### config.mk
export PLATFORM = sky130hd
export DESIGN_NAME = scancode_to_char_fifo_unit
export DESIGN_NICKNAME = d
export VERILOG_FILES = /design/src/rtl/sc2c_pkg.sv /design/src/rtl/sc2c_ram.sv /design/src/rtl/sc2c_decode.sv /design/src/rtl/scancode_to_char_fifo_unit.sv
export SDC_FILE = /design/constraint.sdc
export NUM_CORES = 1
export LEC_CHECK = 0
export BUFFER_PORTS_ARGS = -buffer_cell sky130_fd_sc_hd__buf_2
export CAP_MARGIN = 40
export CORE_MARGIN = 5
export CORE_UTILIZATION = 35
export CTS_BUF_LIST = sky130_fd_sc_hd__clkbuf_4
export CTS_CLUSTER_SIZE = 10
export DETAILED_ROUTE_END_ITERATION = 10
export GPL_ROUTABILITY_DRIVEN = 0
export SLEW_MARGIN = 20
export SYNTH_ARGS = -nofsm -noshare
export SYNTH_HDL_FRONTEND = slang
export SYNTH_HIERARCHICAL = 1
export SYNTH_SLANG_ARGS = --single-unit
### constraint.sdc
create_clock -name i_clk -period 13.8 [get_ports i_clk]
set_input_delay 0.69 -clock i_clk [delete_from_list [all_inputs] [get_ports i_clk]]
set_output_delay 0.69 -clock i_clk [all_outputs]
set_load 0.005 [all_outputs]
### src/rtl/sc2c_pkg.sv
// shared types, constants and the layout rom for the scan code decoder
`default_nettype none

package sc2c_pkg;

    // input transfer payload
    typedef struct packed {
        logic       req_type;
        logic [7:0] scan_code;
    } t_req;

    // result transfer payload
    typedef struct packed {
        logic [7:0] read_char;
        logic       fifo_was_empty;
    } t_res;

    // decoder outcome for one scan code
    typedef struct packed {
        logic       push;
        logic       shift_set;
        logic       shift_clr;
        logic [7:0] ch;
    } t_dec;

    // request kinds
    localparam logic REQ_SCAN = 1'b0;
    localparam logic REQ_READ = 1'b1;

    // character constants
    localparam logic [7:0] SHIFT_MARK = 8'd15;
    localparam logic [7:0] LOWER_A    = 8'd97;
    localparam logic [7:0] LOWER_Z    = 8'd122;
    localparam logic [7:0] CASE_GAP   = 8'd32;
    localparam logic [7:0] PRINT_MIN  = 8'd32;
    localparam logic [7:0] CH_NL      = 8'd10;
    localparam logic [7:0] CH_BS      = 8'd8;

    // german set-1 layout, latin-1 for non-ascii keys, unused keys read zero
    function automatic logic [7:0] key_rom(input logic [6:0] addr);
        logic [7:0] ch;
        unique case (addr)
            7'h02: ch = "1";
            7'h03: ch = "2";
            7'h04: ch = "3";
            7'h05: ch = "4";
            7'h06: ch = "5";
            7'h07: ch = "6";
            7'h08: ch = "7";
            7'h09: ch = "8";
            7'h0A: ch = "9";
            7'h0B: ch = "0";
            7'h0C: ch = 8'hDF;
            7'h0D: ch = 8'hB4;
            7'h0E: ch = 8'd8;
            7'h0F: ch = 8'd9;
            7'h10: ch = "q";
            7'h11: ch = "w";
            7'h12: ch = "e";
            7'h13: ch = "r";
            7'h14: ch = "t";
            7'h15: ch = "z";
            7'h16: ch = "u";
            7'h17: ch = "i";
            7'h18: ch = "o";
            7'h19: ch = "p";
            7'h1A: ch = 8'hFC;
            7'h1B: ch = "+";
            7'h1C: ch = 8'd10;
            7'h1E: ch = "a";
            7'h1F: ch = "s";
            7'h20: ch = "d";
            7'h21: ch = "f";
            7'h22: ch = "g";
            7'h23: ch = "h";
            7'h24: ch = "j";
            7'h25: ch = "k";
            7'h26: ch = "l";
            7'h27: ch = 8'hF6;
            7'h28: ch = 8'hE4;
            7'h29: ch = "^";
            7'h2A: ch = SHIFT_MARK;
            7'h2B: ch = "#";
            7'h2C: ch = "y";
            7'h2D: ch = "x";
            7'h2E: ch = "c";
            7'h2F: ch = "v";
            7'h30: ch = "b";
            7'h31: ch = "n";
            7'h32: ch = "m";
            7'h33: ch = ",";
            7'h34: ch = ".";
            7'h35: ch = "-";
            7'h36: ch = SHIFT_MARK;
            7'h39: ch = " ";
            default: ch = 8'd0;
        endcase
        return ch;
    endfunction

endpackage

`default_nettype wire

### src/rtl/sc2c_ram.sv
// generic single write port ram with registered read
`default_nettype none

module sc2c_ram #(
    parameter int WIDTH = 8,
    parameter int DEPTH = 128
) (
    input  wire logic                     i_clk,
    input  wire logic                     i_we,
    input  wire logic [$clog2(DEPTH)-1:0] i_waddr,
    input  wire logic [WIDTH-1:0]         i_wdata,
    input  wire logic                     i_re,
    input  wire logic [$clog2(DEPTH)-1:0] i_raddr,
    output logic      [WIDTH-1:0]         o_rdata
);

    logic [WIDTH-1:0] r_mem [DEPTH];
    logic [WIDTH-1:0] r_rdata;

    // write port
    always_ff @(posedge i_clk) begin
        if (i_we) begin
            r_mem[i_waddr] <= i_wdata;
        end
    end

    // registered read port
    always_ff @(posedge i_clk) begin
        if (i_re) begin
            r_rdata <= r_mem[i_raddr];
        end
    end

    assign o_rdata = r_rdata;

endmodule

`default_nettype wire

### src/rtl/sc2c_decode.sv
// scan code to character decode: layout lookup, shift tracking, filter
`default_nettype none

module sc2c_decode
    import sc2c_pkg::*;
(
    input  wire logic [7:0] i_scan_code,
    input  wire logic       i_shift_held,
    output t_dec            o_dec
);

    logic       is_release;
    logic [7:0] raw_ch;
    logic       is_shift;
    logic       shift_now;
    logic [7:0] ch;
    logic       passes;

    // release codes look up the key with the top bit stripped
    assign is_release = i_scan_code[7];
    assign raw_ch     = key_rom(i_scan_code[6:0]);
    assign is_shift   = (raw_ch == SHIFT_MARK);

    // press of a shift key takes effect before the case fold
    assign shift_now = i_shift_held | is_shift;

    // upper case for letters while shift is held
    always_comb begin
        ch = raw_ch;
        if (shift_now && raw_ch >= LOWER_A && raw_ch <= LOWER_Z) begin
            ch = raw_ch - CASE_GAP;
        end
    end

    // control characters are dropped except newline and backspace
    assign passes = (ch >= PRINT_MIN) || (ch == CH_NL) || (ch == CH_BS);

    assign o_dec.push      = !is_release && passes;
    assign o_dec.shift_set = !is_release && is_shift;
    assign o_dec.shift_clr = is_release && is_shift;
    assign o_dec.ch        = ch;

endmodule

`default_nettype wire

### src/rtl/scancode_to_char_fifo_unit.sv
// top level: scan code decoder feeding a character fifo held in ram
//
//  channel   | handshake             | payload
//  ----------+-----------------------+---------------------------------
//  request   | start / busy          | i_req  (req_type, scan_code)
//  result    | o_strobe, one cycle   | o_res  (read_char, fifo_was_empty)
//
// a request is taken when start is high and busy is low; a scan code is decoded and written to the
// fifo ram in the cycle it is taken, so one item per cycle is sustained while busy is low.
// a read shows its result in the cycle after the transfer, as the ram's read port is
// registered; reads and scan codes may follow each other back to back.
// busy is high during reset and until the registered live flag is set after it; the fifo needs no clearing.
// the receiver cannot stall, so results are never held.
`default_nettype none

module scancode_to_char_fifo_unit
    import sc2c_pkg::*;
#(
    parameter int FIFO_DEPTH = 128
) (
    input  wire logic i_clk,
    input  wire logic i_rst_n,
    input  wire logic start,
    output logic      busy,
    input  wire t_req i_req,
    output logic      o_strobe,
    output t_res      o_res
);

    localparam int AW    = $clog2(FIFO_DEPTH);
    localparam int CNT_W = $clog2(FIFO_DEPTH + 1);

    logic             r_live;
    logic             r_shift;
    logic [AW-1:0]    r_rd_idx, n_rd_idx;
    logic [AW-1:0]    r_wr_idx, n_wr_idx;
    logic [CNT_W-1:0] r_count, n_count;
    logic             r_strobe;
    logic             r_empty;

    logic       accept;
    logic       is_scan;
    logic       is_read;
    logic       fifo_full;
    logic       fifo_empty;
    logic       do_push;
    logic       do_pop;
    t_dec       dec;
    logic [7:0] ram_rdata;

    // transfer qualification
    assign busy       = !r_live;
    assign accept     = start && !busy;
    assign is_scan    = accept && (i_req.req_type == REQ_SCAN);
    assign is_read    = accept && (i_req.req_type == REQ_READ);
    assign fifo_full  = (r_count == CNT_W'(FIFO_DEPTH));
    assign fifo_empty = (r_count == '0);

    sc2c_decode u_decode (
        .i_scan_code  (i_req.scan_code),
        .i_shift_held (r_shift),
        .o_dec        (dec)
    );

    assign do_push = is_scan && dec.push && !fifo_full;
    assign do_pop  = is_read && !fifo_empty;

    sc2c_ram #(
        .WIDTH (8),
        .DEPTH (FIFO_DEPTH)
    ) u_char_ram (
        .i_clk   (i_clk),
        .i_we    (do_push),
        .i_waddr (r_wr_idx),
        .i_wdata (dec.ch),
        .i_re    (do_pop),
        .i_raddr (r_rd_idx),
        .o_rdata (ram_rdata)
    );

    // pointer and count updates with wrap at the fifo depth
    always_comb begin
        n_rd_idx = r_rd_idx;
        n_wr_idx = r_wr_idx;
        n_count  = r_count;
        if (do_pop) begin
            n_rd_idx = (r_rd_idx == AW'(FIFO_DEPTH - 1)) ? '0 : r_rd_idx + 1'b1;
        end
        if (do_push) begin
            n_wr_idx = (r_wr_idx == AW'(FIFO_DEPTH - 1)) ? '0 : r_wr_idx + 1'b1;
        end
        if (do_push && !do_pop) begin
            n_count = r_count + 1'b1;
        end else if (do_pop && !do_push) begin
            n_count = r_count - 1'b1;
        end
    end

    // control state
    always_ff @(posedge i_clk) begin
        if (!i_rst_n) begin
            r_live   <= 1'b0;
            r_shift  <= 1'b0;
            r_rd_idx <= '0;
            r_wr_idx <= '0;
            r_count  <= '0;
            r_strobe <= 1'b0;
        end else begin
            r_live   <= 1'b1;
            r_rd_idx <= n_rd_idx;
            r_wr_idx <= n_wr_idx;
            r_count  <= n_count;
            r_strobe <= is_read;
            if (is_scan && dec.shift_set) begin
                r_shift <= 1'b1;
            end else if (is_scan && dec.shift_clr) begin
                r_shift <= 1'b0;
            end
        end
    end

    // empty flag travels with the read into the result cycle
    always_ff @(posedge i_clk) begin
        if (is_read) begin
            r_empty <= fifo_empty;
        end
    end

    // result drive
    assign o_strobe             = r_strobe;
    assign o_res.read_char      = r_empty ? 8'd0 : ram_rdata;
    assign o_res.fifo_was_empty = r_empty;

`ifndef SYNTH
    // count never passes the depth
    a_count_bound: assert property (@(posedge i_clk) disable iff (!i_rst_n)
        r_count <= CNT_W'(FIFO_DEPTH))
        else $error("fifo count exceeds depth");

    // every read transfer gives a result in the next cycle
    a_strobe_src: assert property (@(posedge i_clk) disable iff (!i_rst_n)
        r_live && is_read |=> o_strobe)
        else $error("read transfer without result");

    // an empty answer only when the fifo held nothing at the read
    a_empty_ok: assert property (@(posedge i_clk) disable iff (!i_rst_n)
        is_read && r_count != '0 |=> !o_res.fifo_was_empty)
        else $error("empty answer with data held");

    // a full fifo stays full across a scan code transfer
    a_full_drop: assert property (@(posedge i_clk) disable iff (!i_rst_n)
        is_scan && fifo_full |=> r_count == CNT_W'(FIFO_DEPTH))
        else $error("push into full fifo changed the count");
`endif

endmodule

`default_nettype wire

# Word level (Yosys, flattened, before mapping)
# Memories as Yosys holds them, arrays and structs flattened. A register that Yosys moved wholly into a read port is not among the register bits.
# Index checks and enable logic that the tools add are counted.
[op_classes]
add_sub_neg = 5
mul = 0
div_mod_pow = 0
magnitude_cmp = 3
n_eq_ne = 6
shifts = 0
mux = 12
bitwise = 2
n_reduce_logical = 26
[ops]
columns = ["operator", "count"]
rows = [
  ["8-bit 2-to-1 mux", 5],
  ["8-bit by 4-bit equality test with 1-bit output, second input constant", 3],
  ["1-bit logical AND", 15],
  ["7-bit by 1-bit adder with 7-bit output, second input constant", 2],
  ["7-bit equality test, second input constant", 2],
  ["7-bit 2-to-1 mux", 2],
  ["8-bit by 1-bit adder with 8-bit output, second input constant", 1],
  ["8-bit equality test, second input constant", 1],
  ["8-bit by 6-bit >= comparator with 1-bit output, second input constant", 1],
  ["8-bit by 7-bit >= comparator with 1-bit output, second input constant", 1],
  ["8-bit by 7-bit <= comparator with 1-bit output, second input constant", 1],
  ["8-bit logical NOT", 1],
  ["8-bit by 1-bit subtractor with 8-bit output, second input constant", 1],
  ["8-bit by 6-bit subtractor with 8-bit output, second input constant", 1],
  ["1-bit logical NOT", 6],
  ["1-bit 2-to-1 mux", 5],
  ["2-bit nonzero test", 2],
  ["1-bit logical OR", 2],
  ["1-bit inverter", 1],
  ["1-bit bitwise OR", 1],
]
[word_totals]
ff_bits = 26
latchBits = 0
ramBits = 1024
romBits = 512
inputBits = 12
output_inout_bits = 11
wordCells = 63
mem_count = 2
[mem_list]
columns = ["memory", "depth", "word_bits", "read_ports", "rd_clocked_by_memory_dff", "write_ports", "line_no", "text"]
rows = [
  ["u_char_ram.r_mem", 128, 8, 1, 1, 1, "sc2c_ram.sv:17", "logic [WIDTH-1:0] r_mem [DEPTH];"],
  ["(no name shown)", 64, 8, 1, 0, 0, "sc2c_pkg.sv:42", "unique case (addr)"],
]

# Logic depth before layout (Yosys ltp)
# An unclocked memory read counts as a cell.
[logic_depth]
ltp_word = 17
depth_mapped = 22
depth_no_buf = 20

# Modules after synthesis
# The synthesis kept the hierarchy.
[by_module_without_submodules]
columns = ["module", "instances", "cells_each", "area_each_um2", "seq_area_each_um2"]
rows = [
  ["sc2c_ram", 1, 1635, 39745.6, 30989.7],
  ["scancode_to_char_fifo_unit", 1, 179, 1530.2, 530.5],
  ["sc2c_decode", 1, 148, 1012.2, 0.0],
]

# Worst setup path before layout
# Ideal clock, no wire load.
[synth_timing]
kind = "input -> register"
start = "in i_req[1] (netlist bit)"
end = "mem u_char_ram.r_mem[0][6], data pin"
setup_time_ns = 0.921
t_arrival_ns = 9.637
t_required_ns = 12.879
slack_ns = 3.242
path_stages = 10
path_buffers = 1
cell_sequence = "buf_4 -> inv_1 -> ha_1 -> mux2_2 -> nor3_1 -> a21oi_1 -> o2bb2ai_1 -> nor4b_1 -> nor3_1 -> mux2i_1"
[synth_lines]
columns = ["item", "line_no", "text"]
rows = [
  ["start, declared", "scancode_to_char_fifo_unit.sv:25", "input wire t_req i_req,"],
  ["end, declared", "sc2c_ram.sv:17", ""],
]

==> results.py <==
metrics = {
    "status": {
        "outcome": "complete, no violations",
    },
    "global_routing": {
        "grt_max_degree": 150,
        "gr-total-overflow": 0,
        "grt_pass1_vias": 22000,
        "grt_usage_pct": 15.5,
        "antenna_found_initial": 4,
        "grt_pass1_wl_mm": 146,
    },
    "clock_tree": {
        "cts_resized": 0,
        "worstSkewPairLatency_ns": 1.11,
        "cts-buffers-inserted": 276,
        "root_buffer": "clkbuf_4",
        "tritoncts": "yes",
        "htree_levels": 5,
        "clock_path_buffers": 4,
        "cts_num_sinks": 1058,
        "cts_setup_buffers": 0,
        "clkSlewWorstSetupHoldPaths_ns": 0.07,
        "cts_hold_buffers": 5,
    },
    "critical_path": {
        "start_kind": "input pin",
        "slowest_stage": "nor2_1",
        "worst_setup_path_end_kind": "flip-flop",
        "cp_slowest_stage_delay_ns": 0.85,
        "cp_max_fo": 69,
        "worstPathRequired_ns": 14.43,
        "worstPathArrival_ns": 6.80,
        "worstSetupPathType": "in -> reg",
        "crit_chain": "buf_2, inv_1, ha_1, or2_1, a31oi_1, a31oi_1, a32o_4, buf_4, nor4b_1, nor4b_1, o41a_1, nand4b_1, a31oi_2, buf_4, nor2b_1, nand2_2, nor2_1",
    },
    "logic_synthesis": {
        "synth_nets": 1993,
        "ys_top_cells_by_area": "edfxtp_1 (73%), mux4_2 (18%), nor2_1 (1.3%)",
        "synth.yosys.seq_area_share_pct": 74.5,
        "synth-seq-cells": 1058,
        "synth_area_leader_cell": "edfxtp_1",
        "avgSynthCellArea_um2": 21.6,
        "synthTopCellsByCount": "edfxtp_1 (1033), mux4_2 (336), nor2_1 (150), clkbuf_1 (49), nand2_1 (42)",
        "synth_most_common_cell": "edfxtp_1",
        "synthDistinctLibCells": 73,
        "synthArstFlopShare_pct": 0,
        "ys_warn_count": 6,
        "ys.flop_type": "edfxtp_1",
        "synthCells": 1962,
        "syn_area_mm2": 0.0423,
        "synth_edf_count": 1033,
        "synth_top_area_share_pct": 73.4,
    },
    "sta": {
        "setup_tns_ns": 0,
        "fin_crit_sh_pct": 44.7,
        "worst_slew_pin_slew_ns": 0.962,
        "fin_crit_ns": 6.17,
        "finalSetupViolations": 0,
        "hold_viol_final": 0,
        "timing.slew.headroom_pct": 35.9,
        "clock_skew_ns": 0.118,
        "final_max_slew_viol_count": 0,
        "max_freq_mhz": 162,
        "rsz0062_at_grt": "no",
    },
    "finish": {
        "fillers": 10500,
        "area_growth_pct": 13.7,
        "layout.nets": 2263,
        "drive_gt1_share_pct": 36.3,
    },
    "placement": {
        "portBuffers": 22,
        "dp_hpwl_mm": 61.2,
    },
    "floorplan": {
        "initial_core_util_pct": 35.2,
        "coreArea_mm2": 0.120,
        "die_h_um": 358,
        "die_area_mm2": 0.128,
        "ioPinCount": 23,
        "fp-row-count": 127,
        "die_w_um": 358,
    },
    "drt": {
        "vias": 21200,
        "wl_per_cell_um": 24.7,
        "drc_errors": 0,
        "drtIter0Drc": 2086,
        "routed_wl_mm": 99.0,
        "vias_per_cell": 5.28,
        "first_pass_iters": 6,
        "antenna_left": 0,
    },
    "pwr": {
        "peakVddDrop_mv": 0.0841,
        "powerDensity_mw_per_mm2": 134,
        "p_leak_nw": 13.1,
        "power_mw": 6.46,
    },
    "flow_run": {
        "max-cap-violations": 0,
    },
    "min_path": {
        "min_path_type": "in -> reg",
    },
}
## state kept, by name (all words and copies together) (netlist names)
name                cells
r_rd_idx                7
u_char_ram/r_mem     1024
r_wr_idx                7
o_strobe                1
r_shift                 1
r_empty                 1
r_live                  1
r_count                 8
u_char_ram/o_rdata      8
## metrics by stage
step | setup slack, ns | std cells | cell area [um2] | utilization [%] | hold slack (ns)
floorplan | 3.24 | 1962 | 42300 | - | 0.456
global placement | 6.84 | 3520 | 44300 | 36.9 | 0.504
detailed placement | 6.59 | 3547 | 44600 | 37.2 | 0.514
CTS | 7.78 | 4000 | 47900 | 39.9 | 0.0831
global route | 7.30 | 4016 | 48100 | 40.1 | 0.152
finish | 7.63 | 4016 | 48100 | 40.1 | 0.260
## final cells by class
cell class / instances / area [um2] / share of cell area (%)
inverter: 17 / 68.8 / 0.143
tap: 1612 / 2020 / 4.19
antenna: 2 / 5.00 / 0.0104
clock buffer: 377 / 2830 / 5.88
sequential: 1058 / 31500 / 65.6
clock inverter: 71 / 382 / 0.794
timing repair buffer: 100 / 975 / 2.03
multi-input combinational: 779 / 10300 / 21.4
## critical path: cells and delay by family
| kind | cells | cell delay [ns] |
|---|---|---|
| buf+inv | 4 | 1.46 |
| simple gates | 7 | 2.75 |
| compound gates | 5 | 1.35 |
| fa+ha+maj | 1 | 0.48 |
## placed cells by master, fill, tap and decap left out, drive strengths merged, types with 21 or more instances in the layout
master / instances
edfxtp: 1033
clkbuf: 377
mux4: 336
nor2: 151
buf: 95
clkinv: 59
nand2: 42
dfxtp: 25
inv: 25
nor2b: 23
a21oi: 22
nand3: 21
nor3: 21
## cells by family after synthesis
group                      Yosys count  share of synthesized area, %
DFF                               1058                          74.5
muxes                              351                          18.3
and+or+nand+nor                    309                          3.47
buffers and inverters              125                          1.38
AOI/OAI and AO/OA                   91                          1.55
adders and majority gates           19                         0.580
xor gates and xnor gates             9                         0.186
## report_power, final
part	internal (mW)	leakage (nW)	switching [mW]
Clock	1.33	1.94	1.18
Sequential	3.56	8.32	0.0127
Combinational	0.149	2.87	0.224
Total	5.04	13.1	1.42
## final timing paths
kind,startpoint,end,slack (ns),cells after the start
worst min-delay path,start,r_rd_idx[1]$_SDFFE_PN0P_,0.26,5
worst min register to register,r_count[4]$_SDFFE_PN0P_,r_count[4]$_SDFFE_PN0P_,0.54,2
worst max-delay path,i_req[1],u_char_ram/r_mem[92][1]$_DFFE_PP_,7.63,17
worst max register to register,r_rd_idx[2]$_SDFFE_PN0P_,u_char_ram/o_rdata[4]$_DFFE_PP_,9.02,6
## per-layer routing
metal	part of all wire [%]	up-vias	global-route usage, %
met5	0.013	-	0
met4	1.5	2	4.59
met3	7.2	119	3.89
met2	50	924	25.4
met1	41	11200	20.7
li1	-	8925	-
(Power assumes the default switching activity.)
